$ cat src/rtl/tlslf_pkg.sv
// Shared types, codes and constants of the line fit block.
`timescale 1ns / 1ps
package tlslf_pkg;

   localparam int XY_W  = 34;   // CORDIC x / y datapath, Q2.30 plus headroom
   localparam int ANG_W = 34;   // binary angle, full turn = 2^32
   localparam int ATAN_ENTRIES = 24;

   localparam logic signed [ANG_W-1:0] HALF_TURN = 34'sh080000000;
   localparam logic signed [XY_W-1:0]  INV_GAIN  = 34'sd652032874;

   // multiply sequence codes
   localparam logic [2:0] OP_NSS  = 3'd0;
   localparam logic [2:0] OP_SS2  = 3'd1;
   localparam logic [2:0] OP_NZZ  = 3'd2;
   localparam logic [2:0] OP_ZZ2  = 3'd3;
   localparam logic [2:0] OP_NSZ  = 3'd4;
   localparam logic [2:0] OP_SZ2  = 3'd5;
   localparam logic [2:0] OP_NUMS = 3'd6;
   localparam logic [2:0] OP_NUMZ = 3'd7;

   typedef struct packed {
      logic       take;
      logic       mul_load;
      logic       mul_step;
      logic       mul_wb;
      logic [2:0] mul_op;
      logic       norm_load;
      logic       norm_shift;
      logic       vec_load;
      logic       rot_load;
      logic       cordic_step;
      logic       cordic_rot;
      logic [4:0] step_idx;
      logic       q15_load;
      logic       div_load;
      logic       div_step;
      logic       out_load;
      logic       out_fit;
   } cmd_type;

   typedef struct packed {
      logic pipe_empty;
      logic n_ok;
      logic aniso;
      logic norm_done;
      logic out_free;
   } status_type;

   function automatic logic signed [ANG_W-1:0] atan_entry(input logic [4:0] idx);
      logic signed [ANG_W-1:0] v;
      case (idx)
         5'd0:    v = 34'sd536870912;
         5'd1:    v = 34'sd316933406;
         5'd2:    v = 34'sd167458907;
         5'd3:    v = 34'sd85004756;
         5'd4:    v = 34'sd42667331;
         5'd5:    v = 34'sd21354465;
         5'd6:    v = 34'sd10679838;
         5'd7:    v = 34'sd5340245;
         5'd8:    v = 34'sd2670163;
         5'd9:    v = 34'sd1335087;
         5'd10:   v = 34'sd667544;
         5'd11:   v = 34'sd333772;
         5'd12:   v = 34'sd166886;
         5'd13:   v = 34'sd83443;
         5'd14:   v = 34'sd41722;
         5'd15:   v = 34'sd20861;
         5'd16:   v = 34'sd10430;
         5'd17:   v = 34'sd5215;
         5'd18:   v = 34'sd2608;
         5'd19:   v = 34'sd1304;
         5'd20:   v = 34'sd652;
         5'd21:   v = 34'sd326;
         5'd22:   v = 34'sd163;
         5'd23:   v = 34'sd81;
         default: v = '0;
      endcase
      return v;
   endfunction

endpackage

$ cat src/rtl/tlslf_ctrl.sv
// Sequencer of the line fit: accumulate, multiply, normalize, CORDIC, divide, output.
`timescale 1ns / 1ps
module tlslf_ctrl #(
   parameter int CORDIC_STEPS = 16
) (
   input  logic                   clock,
   input  logic                   reset,
   input  logic                   req_valid,
   input  logic                   req_last,
   output logic                   req_stall,
   input  tlslf_pkg::status_type  status,
   output tlslf_pkg::cmd_type     cmd
);

   localparam int STEPS = (CORDIC_STEPS > tlslf_pkg::ATAN_ENTRIES) ?
                          tlslf_pkg::ATAN_ENTRIES : CORDIC_STEPS;
   localparam logic [5:0] LAST_STEP = 6'(STEPS - 1);
   localparam logic [5:0] LAST_BIT  = 6'd63;

   localparam logic [3:0] S_ACC   = 4'd0;
   localparam logic [3:0] S_DRAIN = 4'd1;
   localparam logic [3:0] S_MLOAD = 4'd2;
   localparam logic [3:0] S_MUL   = 4'd3;
   localparam logic [3:0] S_MWB   = 4'd4;
   localparam logic [3:0] S_CHECK = 4'd5;
   localparam logic [3:0] S_NORM  = 4'd6;
   localparam logic [3:0] S_VEC   = 4'd7;
   localparam logic [3:0] S_ANGLE = 4'd8;
   localparam logic [3:0] S_ROT   = 4'd9;
   localparam logic [3:0] S_QUANT = 4'd10;
   localparam logic [3:0] S_DLOAD = 4'd11;
   localparam logic [3:0] S_DIV   = 4'd12;
   localparam logic [3:0] S_OUT   = 4'd13;

   logic [3:0] state_ff, state_in;
   logic [5:0] cnt_ff, cnt_in;
   logic [2:0] op_ff, op_in;
   logic       fit_ff, fit_in;

   assign req_stall = (state_ff != S_ACC);

   always_comb begin
      state_in = state_ff;
      cnt_in   = cnt_ff;
      op_in    = op_ff;
      fit_in   = fit_ff;
      cmd      = '0;
      cmd.mul_op   = op_ff;
      cmd.step_idx = cnt_ff[4:0];
      cmd.out_fit  = fit_ff;
      case (state_ff)
         S_ACC: begin
            cmd.take = req_valid;
            if (req_valid && req_last) state_in = S_DRAIN;
         end
         S_DRAIN: begin
            if (status.pipe_empty) begin
               op_in    = tlslf_pkg::OP_NSS;
               state_in = S_MLOAD;
            end
         end
         S_MLOAD: begin
            cmd.mul_load = 1'b1;
            cnt_in       = '0;
            state_in     = S_MUL;
         end
         S_MUL: begin
            cmd.mul_step = 1'b1;
            cnt_in       = cnt_ff + 6'd1;
            if (cnt_ff == LAST_BIT) state_in = S_MWB;
         end
         S_MWB: begin
            cmd.mul_wb = 1'b1;
            if (op_ff == tlslf_pkg::OP_SZ2) begin
               state_in = S_CHECK;
            end else if (op_ff == tlslf_pkg::OP_NUMZ) begin
               state_in = S_DLOAD;
            end else begin
               op_in    = op_ff + 3'd1;
               state_in = S_MLOAD;
            end
         end
         S_CHECK: begin
            if (status.n_ok && status.aniso) begin
               cmd.norm_load = 1'b1;
               fit_in        = 1'b1;
               state_in      = S_NORM;
            end else begin
               fit_in   = 1'b0;
               state_in = S_OUT;
            end
         end
         S_NORM: begin
            if (status.norm_done) begin
               cmd.vec_load = 1'b1;
               cnt_in       = '0;
               state_in     = S_VEC;
            end else begin
               cmd.norm_shift = 1'b1;
            end
         end
         S_VEC: begin
            cmd.cordic_step = 1'b1;
            cnt_in          = cnt_ff + 6'd1;
            if (cnt_ff == LAST_STEP) state_in = S_ANGLE;
         end
         S_ANGLE: begin
            cmd.rot_load = 1'b1;
            cnt_in       = '0;
            state_in     = S_ROT;
         end
         S_ROT: begin
            cmd.cordic_step = 1'b1;
            cmd.cordic_rot  = 1'b1;
            cnt_in          = cnt_ff + 6'd1;
            if (cnt_ff == LAST_STEP) state_in = S_QUANT;
         end
         S_QUANT: begin
            cmd.q15_load = 1'b1;
            op_in        = tlslf_pkg::OP_NUMS;
            state_in     = S_MLOAD;
         end
         S_DLOAD: begin
            cmd.div_load = 1'b1;
            cnt_in       = '0;
            state_in     = S_DIV;
         end
         S_DIV: begin
            cmd.div_step = 1'b1;
            cnt_in       = cnt_ff + 6'd1;
            if (cnt_ff == LAST_BIT) state_in = S_OUT;
         end
         S_OUT: begin
            if (status.out_free) begin
               cmd.out_load = 1'b1;
               state_in     = S_ACC;
            end
         end
         default: state_in = S_ACC;
      endcase
   end

   always_ff @(posedge clock) begin
      if (reset) begin
         state_ff <= S_ACC;
         cnt_ff   <= '0;
         op_ff    <= tlslf_pkg::OP_NSS;
         fit_ff   <= 1'b0;
      end else begin
         state_ff <= state_in;
         cnt_ff   <= cnt_in;
         op_ff    <= op_in;
         fit_ff   <= fit_in;
      end
   end

endmodule

$ cat config.mk
export PLATFORM = sky130hd
export DESIGN_NAME = tlslf_ctrl
export DESIGN_NICKNAME = d
export VERILOG_FILES = /design/src/rtl/tlslf_pkg.sv /design/src/rtl/tlslf_ctrl.sv
export SDC_FILE = /design/constraint.sdc
export NUM_CORES = 1
export LEC_CHECK = 0
export ABC_AREA = 1
export BUFFER_PORTS_ARGS = -buffer_cell sky130_fd_sc_hd__clkbuf_2
export CAP_MARGIN = 40
export CORE_AREA = 10 10 63 78
export CTS_BUF_LIST = sky130_fd_sc_hd__clkbuf_4 sky130_fd_sc_hd__clkbuf_8
export CTS_CLUSTER_SIZE = 28
export DETAILED_ROUTE_END_ITERATION = 6
export DIE_AREA = 0 0 73 88
export SKIP_LAST_GASP = 1
export SLEW_MARGIN = 20
export SYNTH_ARGS = -nofsm -noshare
export SYNTH_HDL_FRONTEND = slang
export SYNTH_SLANG_ARGS = --single-unit
$ cat constraint.sdc
create_clock -name clock -period 2.83 [get_ports clock]
set_clock_uncertainty 0.15 [all_clocks]
set_input_delay 0.283 -clock clock [delete_from_list [all_inputs] [get_ports clock]]
set_output_delay 0.283 -clock clock [all_outputs]
set_load 0.005 [all_outputs]
Word-level counts from Yosys, hierarchy flattened
Cells that the tools add are included.
{ "classes": {"add_sub_neg": 2, "eq_ne": 27, "mux": 35, "reduce_logical": 12} }
{ "op_table": {"columns": ["operator", "n"], "rows": [
  ["$pmux W4 S14", 1],
  ["$mux W4", 11],
  ["$eq A4 B4 Y1 const B", 6],
  ["$ne A2 B2 Y1 const B", 10],
  ["$pmux W6 S3", 1],
  ["$eq A4 B3 Y1 const B", 4],
  ["$mux W1", 16],
  ["$mux W3", 3],
  ["$pmux W3 S3", 1],
  ["$eq A4 B2 Y1 const B", 2],
  ["$reduce_and A8 Y1", 1],
  ["$add A6 B1 Y6 const B", 1],
  ["$eq A3 B3 Y1 const B", 2],
  ["$eq A6 B4 Y1 const B", 1],
  ["$eq A6 B6 Y1 const B", 1],
  ["$mux W6", 1],
  ["$reduce_bool A3 Y1", 2],
  ["$eq A4 B1 Y1 const B", 1],
  ["$logic_not A4 Y1", 1],
  ["$reduce_and A4 Y1", 1],
  ["$reduce_bool A4 Y1", 1],
  ["$reduce_or A4 Y1", 1],
  ["$add A3 B1 Y3 const B", 1],
  ["$reduce_or A3 Y1", 1],
  ["other kinds (4)", 5]
]} }
{ "totals": {"ff_bits": 14, "output_inout_bits": 24, "word_cells": 80} }

Depth between registers and ports, before layout
Gate-level depths: netlist of the first run.
{ "logic_depth": {"depth_word": 4, "mapped_depth": 10, "depth_no_buf": 10} }

Least setup slack after synthesis of the first run
No wires, ideal clock.
{ "synth_timing": {"path_kind": "reg-to-reg", "from": "register cnt_ff[0]", "to": "register state_ff[3]", "arrival_ns": 1.251, "slack_ns": 1.316, "stages_incl_launch_ff": 11, "path_buffers": 0, "period_less_slack_ns": 1.514, "cell_sequence": "dfxtp_1 > ha_1 > nand2_1 > nor2_1 > nand3_1 > nand2_2 > nand2_2 > nor2_4 > nand2_1 > nand2_1 > nor2_1"} }
{ "synth_between": {"elab_chain_cells": 3, "elab_cells_between_ends": 7} }
{ "synth_lines": {"columns": ["item", "line_no", "rtl"], "rows": [
  ["start: declaration", "tlslf_ctrl.sv:36", "logic [5:0] cnt_ff, cnt_in;"],
  ["start signal: assignment", "tlslf_ctrl.sv:151", "cnt_ff <= cnt_in;"],
  ["$eq A6 B6 Y1 or $eq A6 B4 Y1 (tied branches)", null, null],
  ["$ne A2 B2 Y1 (no source line)", null, null],
  ["$reduce_and A8 Y1 (no source line) (*)", null, null],
  ["end signal: assignment", "tlslf_ctrl.sv:150", "state_ff <= state_in;"],
  ["end: declaration", "tlslf_ctrl.sv:35", "logic [3:0] state_ff, state_in;"]
]} }
Mark *: on every way between the ends. The rest lies on a longest branch, timed or not.
A chain may end at the register's enable or synchronous reset.

==> summary.md, run 1 <==
The run finished with clean final reports. The tools report the initial core utilization as 34.3%. The clock drives 14 sinks.

The core region area was 0.00342 mm2. In this run the cell area measured after placement is 0.00133 mm2. The wire length after detailed routing came out at 3010 um. The number of H-tree branching levels is 1, and the combined area of all synthesized cells is 0.00117 mm2. The finished cells cover 0.00138 mm2. Post-CTS timing repair inserted 0 buffers for setup. The cell row count came out at 24.

The category of the critical setup timing path is reg -> out. The largest total area in the synthesized netlist belongs to sky130_fd_sc_hd__dfxtp_1. Among all flip-flop cells after synthesis, the most frequent one is sky130_fd_sc_hd__dfxtp_1. The final layout contains 243 nets.

The synthesized design contains 0 enable-type register cells. For this run, design rule violations remaining after detail routing come to 0. Dividing the final minimum period by the clock period gives 64.8%. The height of the die was 88 um; the maximum net fanout on the critical path was 6. For this design the static power due to leakage is 0.833 nW. The combined global-route utilization of all metal layers is 9.91%, and the peak ir drop on the vdd network is 0.376 mV. The proportion of synthesized flip-flops having asynchronous set or reset works out to 0%. Detailed router's first-iteration violation count: 35. TritonCTS built the clock tree. The tool flagged a number of max-cap violations equal to 0. The tools report the final-layout worst hold slack as 188 ps. Setup total negative slack on the finished layout was measured at 0 ps.

For the pin with the worst max-slew slack, the measured transition is 350 ps. The final number of hold-violating endpoints is 0. The remaining global-route overflow is 0, and the first-pass GRT wire length is 5240 um. For this run, global-route usage on met2 was measured as 17.6%.

For this run, the detailed router's first-pass iteration total came to 4. Number of primary I/O pins: 33. CTS placed an instance of sky130_fd_sc_hd__clkbuf_8 at the clock tree root. By area the synthesized netlist is led by sky130_fd_sc_hd__dfxtp_1 24%, sky130_fd_sc_hd__nand2_1 17%, sky130_fd_sc_hd__nor2_1 11%. Overall die width: 73 um. In the post-synthesis netlist, the cell with the most instances is sky130_fd_sc_hd__nand2_1. For this run, global-route usage on met3 was measured as 2.27%. After synthesis, the netlist uses 22 different library cells.

The total of hold buffers inserted after clock tree synthesis is 0. Relative to the synthesized area, the layout overhead comes to 17.2%. After clock tree synthesis, the repair step resized 0 gates.

Subtracting the final worst setup slack from the clock period gives 1830 ps. Clock-pin slew was measured on the worst setup and hold paths at 60 ps. The max-slew violation total from the final report was 0; the maximum number of pins on one net before global-route repair was 9. The global-route track usage on met1 came out at 11.0%. Setup repair after global routing left no endpoint under its margin.

The number of antenna violations at the first check in global routing was 0. During synthesis, Yosys emitted a total of 0 warnings. Using the TritonRoute via totals, the vias-per-cell ratio works out to 4.54.

STA classifies the critical path startpoint as a flip-flop. OpenSTA, run right after detailed placement, puts the worst setup slack at 1100 ps. The die covers 0.00642 mm2. The wire-length estimate of the detail-placed layout is 2560 um. Clock latency on the worst-skew pair, taken at its later pin, is 240 ps. The run gives 213 as the number of nets produced by synthesis. The synthesized instance count was 200. Across all setup checks in the final design, the least slack found is 995 ps. The mean instance size in the synthesized netlist is 5.87 um2. Summing the sequential cell areas from Yosys gives 23.9% of the chip area.

The number of buffers on the longest clock path is 2. The fraction of the core area covered by cells at the end of the flow was 40.2%. After global routing, the most crowded layer is met2. In this run the worst hold path is classified as in -> reg. The average wire per cell in the routed design is 11.3 um, and the count of input and output buffers is 32. In this run the remaining antenna-violating nets after routing total 0.

The run gives 1400 ps as the data arrival time of the critical path. In this run the tightest slew margin relative to its limit is 76.7%. The final weighted congestion in routability-driven placement came out at 0.879. The maximum frequency from static timing analysis was 545 MHz.

0 antenna diodes ended up in the layout. The number of register bits inferred by synthesis was 14; the number of clock buffers inserted by TritonCTS was 3. The detailed router placed 1213 vias in this run. The critical path endpoint category was an output port.

In the synthesized netlist, the cells that appear most often are 54 x sky130_fd_sc_hd__nand2_1, 34 x sky130_fd_sc_hd__nor2_1, 29 x sky130_fd_sc_hd__inv_1. Ratio of cells with drive above 1 in the final layout: 25.0%. The via count of the first global-routing pass came out at 1193. Data on the critical path is required at its endpoint by 2400 ps. Summed over its instances, the top area cell type makes up 23.9% of the synthesized netlist area.

The run gives 0 as the count of endpoints failing setup in the final report. Power spread over the standard cell area amounts to 774 mW/mm2.
[logic make-up after synthesis]
family | synth area share, %
DFF | 23.9
and+or+nand+nor | 50.5
adders and majority gates | 4.26
AOI/OAI and AO/OA | 6.29
buffers and inverters | 15.0
[power by group]
| group | switching [mW] | total [mW] | leakage [nW] | internal [mW] |
|---|---|---|---|---|
| registers | 0.0608 | 0.304 | 0.114 | 0.243 |
| logic | 0.388 | 0.597 | 0.698 | 0.209 |
| clock network | 0.0693 | 0.163 | 0.0216 | 0.0941 |
| total | 0.518 | 1.06 | 0.833 | 0.546 |
[worst paths after layout]
check / from / end / slack [ps] / depth (start not counted)
worst min register to register: fit_ff / fit_ff / 330 / 2
worst min-delay path: reset / cnt_ff[4] / 190 / 2
worst max-delay path: state_ff[1] / cmd[13] / 1000 / 5
worst max register to register: cnt_ff[0] / state_ff[1] / 1100 / 10
[routing by layer]
metal	wire, um	part of all wire, %
met1	1350	45
met2	1490	50
met3	140	4.7
met4	25	0.83
met5	0	0
[registers in the layout, indices dropped and copies added, names as in the netlist]
name	count
fit_ff	1
cnt_ff	6
op_ff	3
state_ff	4
[cell type report]
cell class	instances	area, um2
repair buffers	32	160
fillers	387	2050
inverters	34	128
well taps	39	48.8
multi-input cells	145	717
clock buffers	3	41.3
flip-flops and latches	14	280
[cell usage in the layout, fill, tap and decap left out, types with 5 or more instances in the layout]
cell / n
sky130_fd_sc_hd__inv_2: 5
sky130_fd_sc_hd__dfxtp_1: 14
sky130_fd_sc_hd__nand3_1: 16
sky130_fd_sc_hd__a21oi_1: 7
sky130_fd_sc_hd__o21ai_0: 6
sky130_fd_sc_hd__nor2_1: 34
sky130_fd_sc_hd__nand2_1: 54
sky130_fd_sc_hd__nand2_2: 5
sky130_fd_sc_hd__clkbuf_2: 32
sky130_fd_sc_hd__inv_1: 29
[stage by stage]
stage	power (mW)	std cells
finish	1.06	267
global route	1.18	267
CTS	1.07	267
detailed placement	0.909	264
global placement	0.914	264
floorplan	0.765	200
[worst max-delay path, stage by stage (launching register included)]
cell and delay (ps):
sky130_fd_sc_hd__dfxtp_1 420, sky130_fd_sc_hd__inv_1 80, sky130_fd_sc_hd__nor2_1 220, sky130_fd_sc_hd__nand3_1 230, sky130_fd_sc_hd__inv_1 100, sky130_fd_sc_hd__clkbuf_2 120
Power figures use the tool's default switching activity.
==> run 2, diff against run 1 <==
==> constraint.sdc (replaced) <==
create_clock -name clock -period 1.9 [get_ports clock]
set_clock_uncertainty 0.15 [all_clocks]
set_input_delay 0.19 -clock clock [delete_from_list [all_inputs] [get_ports clock]]
set_output_delay 0.19 -clock clock [all_outputs]
set_load 0.005 [all_outputs]
==> summary.md, run 2 (synthesized netlist as in run 1, its figures left out) <==
The run finished with clean final reports. Detailed routing inserted a total of 1239 vias. For this run, the top clock speed supported by timing is 572 MHz. STA classifies the critical path endpoint as an output port. The worst path uses 92.0% of the clock period. The routed design uses 1480 um of met2 wire. For the final routed database, the setup TNS stands at 0 ps. The die is 73 um wide.

Cell row count: 24. The critical path is of the reg -> out type. Once placement completed, the tool counted placed cells totaling 264.

The first global-routing pass estimated 5150 um of wire. The count of input and output buffers was 32. The run gives 4 as the first-pass iteration count of the detailed router. Global routing used 9.85% of the available tracks.

The max-slew violation total from the final report was 0; the average wire per cell in the routed design was 11.5 um. The final weighted congestion in routability-driven placement was 0.871; the final number of hold-violating endpoints was 0. The register with the most flip-flops in the layout has 6 of them.

The setup fix buffers added after clock tree synthesis is 0. The highest routed metal layer was met4. The run gives 1169 as the via count of the first global-routing pass.

The core region is 0.00342 mm2. The maximum net fanout on the critical path is 6, and the data required time at the worst endpoint is 1560 ps. The largest registers in the layout are cnt_ff x6, state_ff x4, op_ff x3.

33 I/O pins were placed. Setup violations remaining at the end of the flow were counted as 0. 0 antenna diodes ended up in the layout. The die covers 0.00642 mm2. The met3 wire length was 178 um. STA puts the critical path data arrival time at 1410 ps. For this design the static power due to leakage is 0.841 nW.

Setup repair after global routing left no endpoint under its margin. The most flop-heavy register is cnt_ff. The worst-case IR drop observed on VDD is 0.533 mV. TritonCTS built the clock tree.

After detailed routing, the wire length on met1 is 1330 um. Buffers inserted during clock tree synthesis total 3. The cell area power density was 1180 mW/mm2; the maximum number of pins on one net before global-route repair was 9. In this run the tightest slew margin relative to its limit is 77.6%. Dividing the detail-routed via count by the number of cells gives 4.62. For the worst-skew pair, the clock arrives at the later sink with an insertion delay of 250 ps. The initial core utilization was 34.3%. In this run, the number of DRC markers left after iteration 0 of detailed routing was 59. The logs give 243 for the final net count and 268 for the post-route non-filler standard cell count. The number of remaining DRC errors was 0. The min-delay analysis places its worst path in the category in -> reg. Number of antenna violations at the first check in global routing: 0. Leaving out fill and tap cells, the most frequent cell in the layout is sky130_fd_sc_hd__nand2_1. The final period demand of the worst path is 1750 ps. Layout-stage area growth over the synthesis result: 18.5%.

For the wire length after detailed routing, the log shows 3070 um. The top cell types in the final layout, fill and taps aside, are 54 x sky130_fd_sc_hd__nand2_1, 33 x sky130_fd_sc_hd__nor2_1, 32 x sky130_fd_sc_hd__clkbuf_2, 29 x sky130_fd_sc_hd__inv_1, 16 x sky130_fd_sc_hd__nand3_1. The worst setup path is launched from a flip-flop.

Clock tree synthesis found a total of 14 sinks. The HPWL after detailed placement was 2610 um; the height of the die was 88 um. The clock transition at the register clock pins on the worst setup and hold paths after CTS was 60 ps; the remaining global-route overflow was 0.

The run gives 0 as the final antenna-violating net count. Counting the fill cells in the layout gives 388. The slew at the pin with the worst max-slew slack was 336 ps.

The number of H-tree branching levels was 1; the number of max-capacitance violations reported was 0. In the final layout, the share of cells above drive strength 1 is 25.8%. The buffer cell driving the clock tree root was sky130_fd_sc_hd__clkbuf_8. In this run the deepest clock path goes through 2 buffers.
==> run 2: cell types whose count changed in the layout (fill, tap and decap cells not counted), sizes merged <==
cell    before  now
clkbuf      35   36
==> run 2: layout make-up <==
class / instances / area (um2) / area share (%)
tap: 39 / 48.8 / 3.51
timing repair buffer: 32 / 160 / 11.5
sequential: 14 / 280 / 20.1
clock buffer: 4 / 55.1 / 3.96
inverter: 34 / 128 / 9.17
multi-input combinational: 145 / 719 / 51.7
==> run 2: through the flow <==
stage                     power [mW]  setup slack [ps]  hold slack (ps)  instance area [um2]  util, %
after global placement          1.36               139              315                 1330     39.0
after floorplan                 1.14               386              301                 1170        -
after detailed placement        1.36               167              332                 1330     39.0
after global routing            1.82              21.7              111                 1390     40.6
after CTS                       1.66               154              102                 1390     40.6
final                           1.65               153             90.4                 1390     40.6
==> run 2: path summary, 6_finish.rpt <==
path         cells after the start  slack, ps     endpoint        start
max                              5        150      cmd[13]  state_ff[2]
min                              2         90    cnt_ff[4]        reset
max reg2reg                     10        220  state_ff[3]    cnt_ff[0]
min reg2reg                      2        330       fit_ff       fit_ff
==> run 2: repair_timing <==
item	4_1_cts	5_1_grt
hold buffers	0	0
resized for setup	0	1
setup endpoints to repair	0	3
endpoints found under the hold margin	0	0
==> run 2: report_power, final <==
part / internal, mW / switching [mW]
clock: 0.184 / 0.116
sequential: 0.362 / 0.0924
combinational: 0.311 / 0.580
total: 0.857 / 0.788
==> run 2: per-layer routing <==
layer	global-route usage (%)	vias up
li1	-	671
met1	10.9	534
met2	16.6	27
met3	2.83	7
met4	5.02	0
met5	0	-
==> run 2: worst max-delay path: stages, from the launching register on <==
cell	delay, ps
sky130_fd_sc_hd__dfxtp_1	470
sky130_fd_sc_hd__inv_2	90
sky130_fd_sc_hd__nor2_4	170
sky130_fd_sc_hd__nand3_1	200
sky130_fd_sc_hd__inv_1	110
sky130_fd_sc_hd__clkbuf_2	120
==> run 3, diff against run 2 <==
--- a/config.mk
+++ b/config.mk
@@ -13,6 +13,7 @@
 export CTS_CLUSTER_SIZE = 28
 export DETAILED_ROUTE_END_ITERATION = 6
 export DIE_AREA = 0 0 73 88
+export REMOVE_ABC_BUFFERS = 1
 export SKIP_LAST_GASP = 1
 export SLEW_MARGIN = 20
 export SYNTH_ARGS = -nofsm -noshare
==> summary.md, run 3 (synthesized netlist as in run 1, its figures left out) <==
The flow ran to the end, and the final reports show no timing, DRC or antenna violations. Cells with a size suffix above 1 make up 26.1% of the layout. STA classifies the critical path startpoint as a flip-flop. First-pass GRT wire length: 5260 um.

The maximum frequency from static timing analysis is 569 MHz. The initialized floorplan defines 24 standard-cell rows. Global routing consumed, on the met2 layer, 16.7% of the routing resources.

The slew at the pin with the worst max-slew slack is 354 ps. The detail route stage leaves a number of antenna-violating nets equal to 0. The height of the die is 88 um.

The logs give 244 for the final net count and 0 for the setup fix buffers added after clock tree synthesis. TritonCTS built the clock tree. The run gives 0 as the number of max-capacitance violations reported.

Setup repair after global routing left no endpoint under its margin. Accumulated negative setup slack: 0 ps. The cell sitting at the root of the clock tree is a sky130_fd_sc_hd__clkbuf_8.

The number of antenna violations at the first check in global routing came out at 0. Most frequent standard cell in the layout excluding fill and tap cells: sky130_fd_sc_hd__nand2_1. For the number of clock buffers inserted by TritonCTS, the log shows 3. More flip-flops sit in one register than any other, and that register is cnt_ff. The area growth from synthesis to layout is 19.2%. In this run the worst hold path is classified as in -> reg. The number of H-tree branching levels is 1, and the maximum net fanout on the critical path is 6. After legalization and detailed placement, the total HPWL measured 2630 um. After detailed routing, the average wire length per cell comes to 11.4 um. The repair_antennas step left the layout with diodes totalling 0. Setup violations remaining at the end of the flow were counted as 0. 33 I/O pins were placed. The total of fill cells in the finished design was 406; the initial core utilization was 34.3%. Summing over every cut layer, the via total after detailed routing is 1219. Counting along the longest clock path gives a buffer depth of 2. For the wire length after detailed routing, the log shows 3080 um. The critical path endpoint category was an output port. The analysis attributes to cell leakage a power of 0.845 nW.

For the max-slew violation total from the final report, the log shows 0. Measured against its own limit, the worst slew margin works out to 76.4%. The critical path is of the reg -> out type. The run gives 240 ps as the insertion delay of the later-clocked pin in the worst-skew pair.

Of the available clock period, the critical path in the final layout requires 92.4%. At the worst endpoint, the arrival time is 1420 ps. STA puts the critical path data required time at 1560 ps. For the finished layout, the period the worst path requires is 1760 ps. The pre-antenna-repair detailed-routing pass consisted of 4 iterations. Flip-flop count of the largest register, all copies and words added: 6. met2 is the most crowded layer.

In the final layout, the registers with the most flip-flops are cnt_ff x6, state_ff x4, op_ff x3. The peak ir drop on the vdd network was 0.578 mV; the combined global-route utilization of all metal layers was 9.94%. Clock-pin slew was measured on the worst setup and hold paths at 60 ps.

The fraction of the core area covered by cells at the end of the flow is 40.9%, and the cell area power density is 1180 mW/mm2. The core region is 0.00342 mm2. In the global route stage, met3 resource usage came out at 2.83%. Overall die width: 73 um. The area of the die is 0.00642 mm2, and the routed via count divided by cell count is 4.53. Buffers inserted to repair hold after CTS numbered 0. The clock sink count is 14, and the count of input and output buffers is 32.

For the final number of hold-violating endpoints, the log shows 0. The run gives 0 as the number of remaining DRC errors. Final weighted congestion in routability-driven placement: 0.849. The via count of the first global-routing pass was 1160. The maximum number of pins on one net before global-route repair is 9, and the global-route track usage on met1 is 10.9%.

The remaining global-route overflow is 0, and the detailed router's first-iteration violation count is 28. The library cells used most frequently in the layout, excluding fill and tap cells, are 54 x sky130_fd_sc_hd__nand2_1, 33 x sky130_fd_sc_hd__nor2_1, 32 x sky130_fd_sc_hd__clkbuf_2, 29 x sky130_fd_sc_hd__inv_1, 16 x sky130_fd_sc_hd__nand3_1. For the number of gates given a new drive strength after cts, the log shows 0.
run 3: cell types whose count changed in the layout (fill, tap and decap cells not counted):
cell,before,now
sky130_fd_sc_hd__buf_4,0,1
run 3: worst paths after layout:
check / start / slack, ps / cells after the start / to
max: state_ff[2] / 140 / 5 / cmd[13]
min: reset / 100 / 2 / cnt_ff[4]
max reg2reg: cnt_ff[0] / 250 / 10 / state_ff[1]
min reg2reg: fit_ff / 330 / 2 / fit_ff
run 3: area by class of cell:
class,instances,area (um2),area share [%]
well taps,39,48.8,3.49
clock buffers,4,55.1,3.94
repair buffers,33,168,12.0
multi-input cells,145,719,51.4
flip-flops and latches,14,280,20.0
inverters,34,128,9.12
run 3: power by group:
| group | internal, mW | leakage (nW) | switching, mW | total, mW |
|---|---|---|---|---|
| Clock | 0.183 | 0.0288 | 0.107 | 0.290 |
| Sequential | 0.362 | 0.114 | 0.0935 | 0.456 |
| Combinational | 0.325 | 0.702 | 0.586 | 0.911 |
run 3: per-stage QoR:
step	total power [mW]	hold WS (ps)	std cells	setup slack [ps]	cell area, um2
2_1_floorplan	1.11	109	193	365	1120
3_3_place_gp	1.38	316	265	187	1340
3_5_place_dp	1.38	326	265	180	1340
4_1_cts	1.67	105	269	135	1400
5_1_grt	1.84	132	269	28.4	1400
6_report	1.66	105	269	144	1400
run 3: metal layers:
| layer | vias to the layer above | share of wire (%) |
|---|---|---|
| met5 | - | 0 |
| met1 | 515 | 43 |
| met2 | 29 | 49 |
| met3 | 6 | 6.7 |
| met4 | 0 | 2.1 |
| li1 | 669 | - |
run 3: critical path, stage by stage (launching register included):
cell and delay (ps):
sky130_fd_sc_hd__dfxtp_1 480, sky130_fd_sc_hd__inv_2 90, sky130_fd_sc_hd__nor2_4 180, sky130_fd_sc_hd__nand3_1 190
sky130_fd_sc_hd__inv_1 110, sky130_fd_sc_hd__clkbuf_2 120
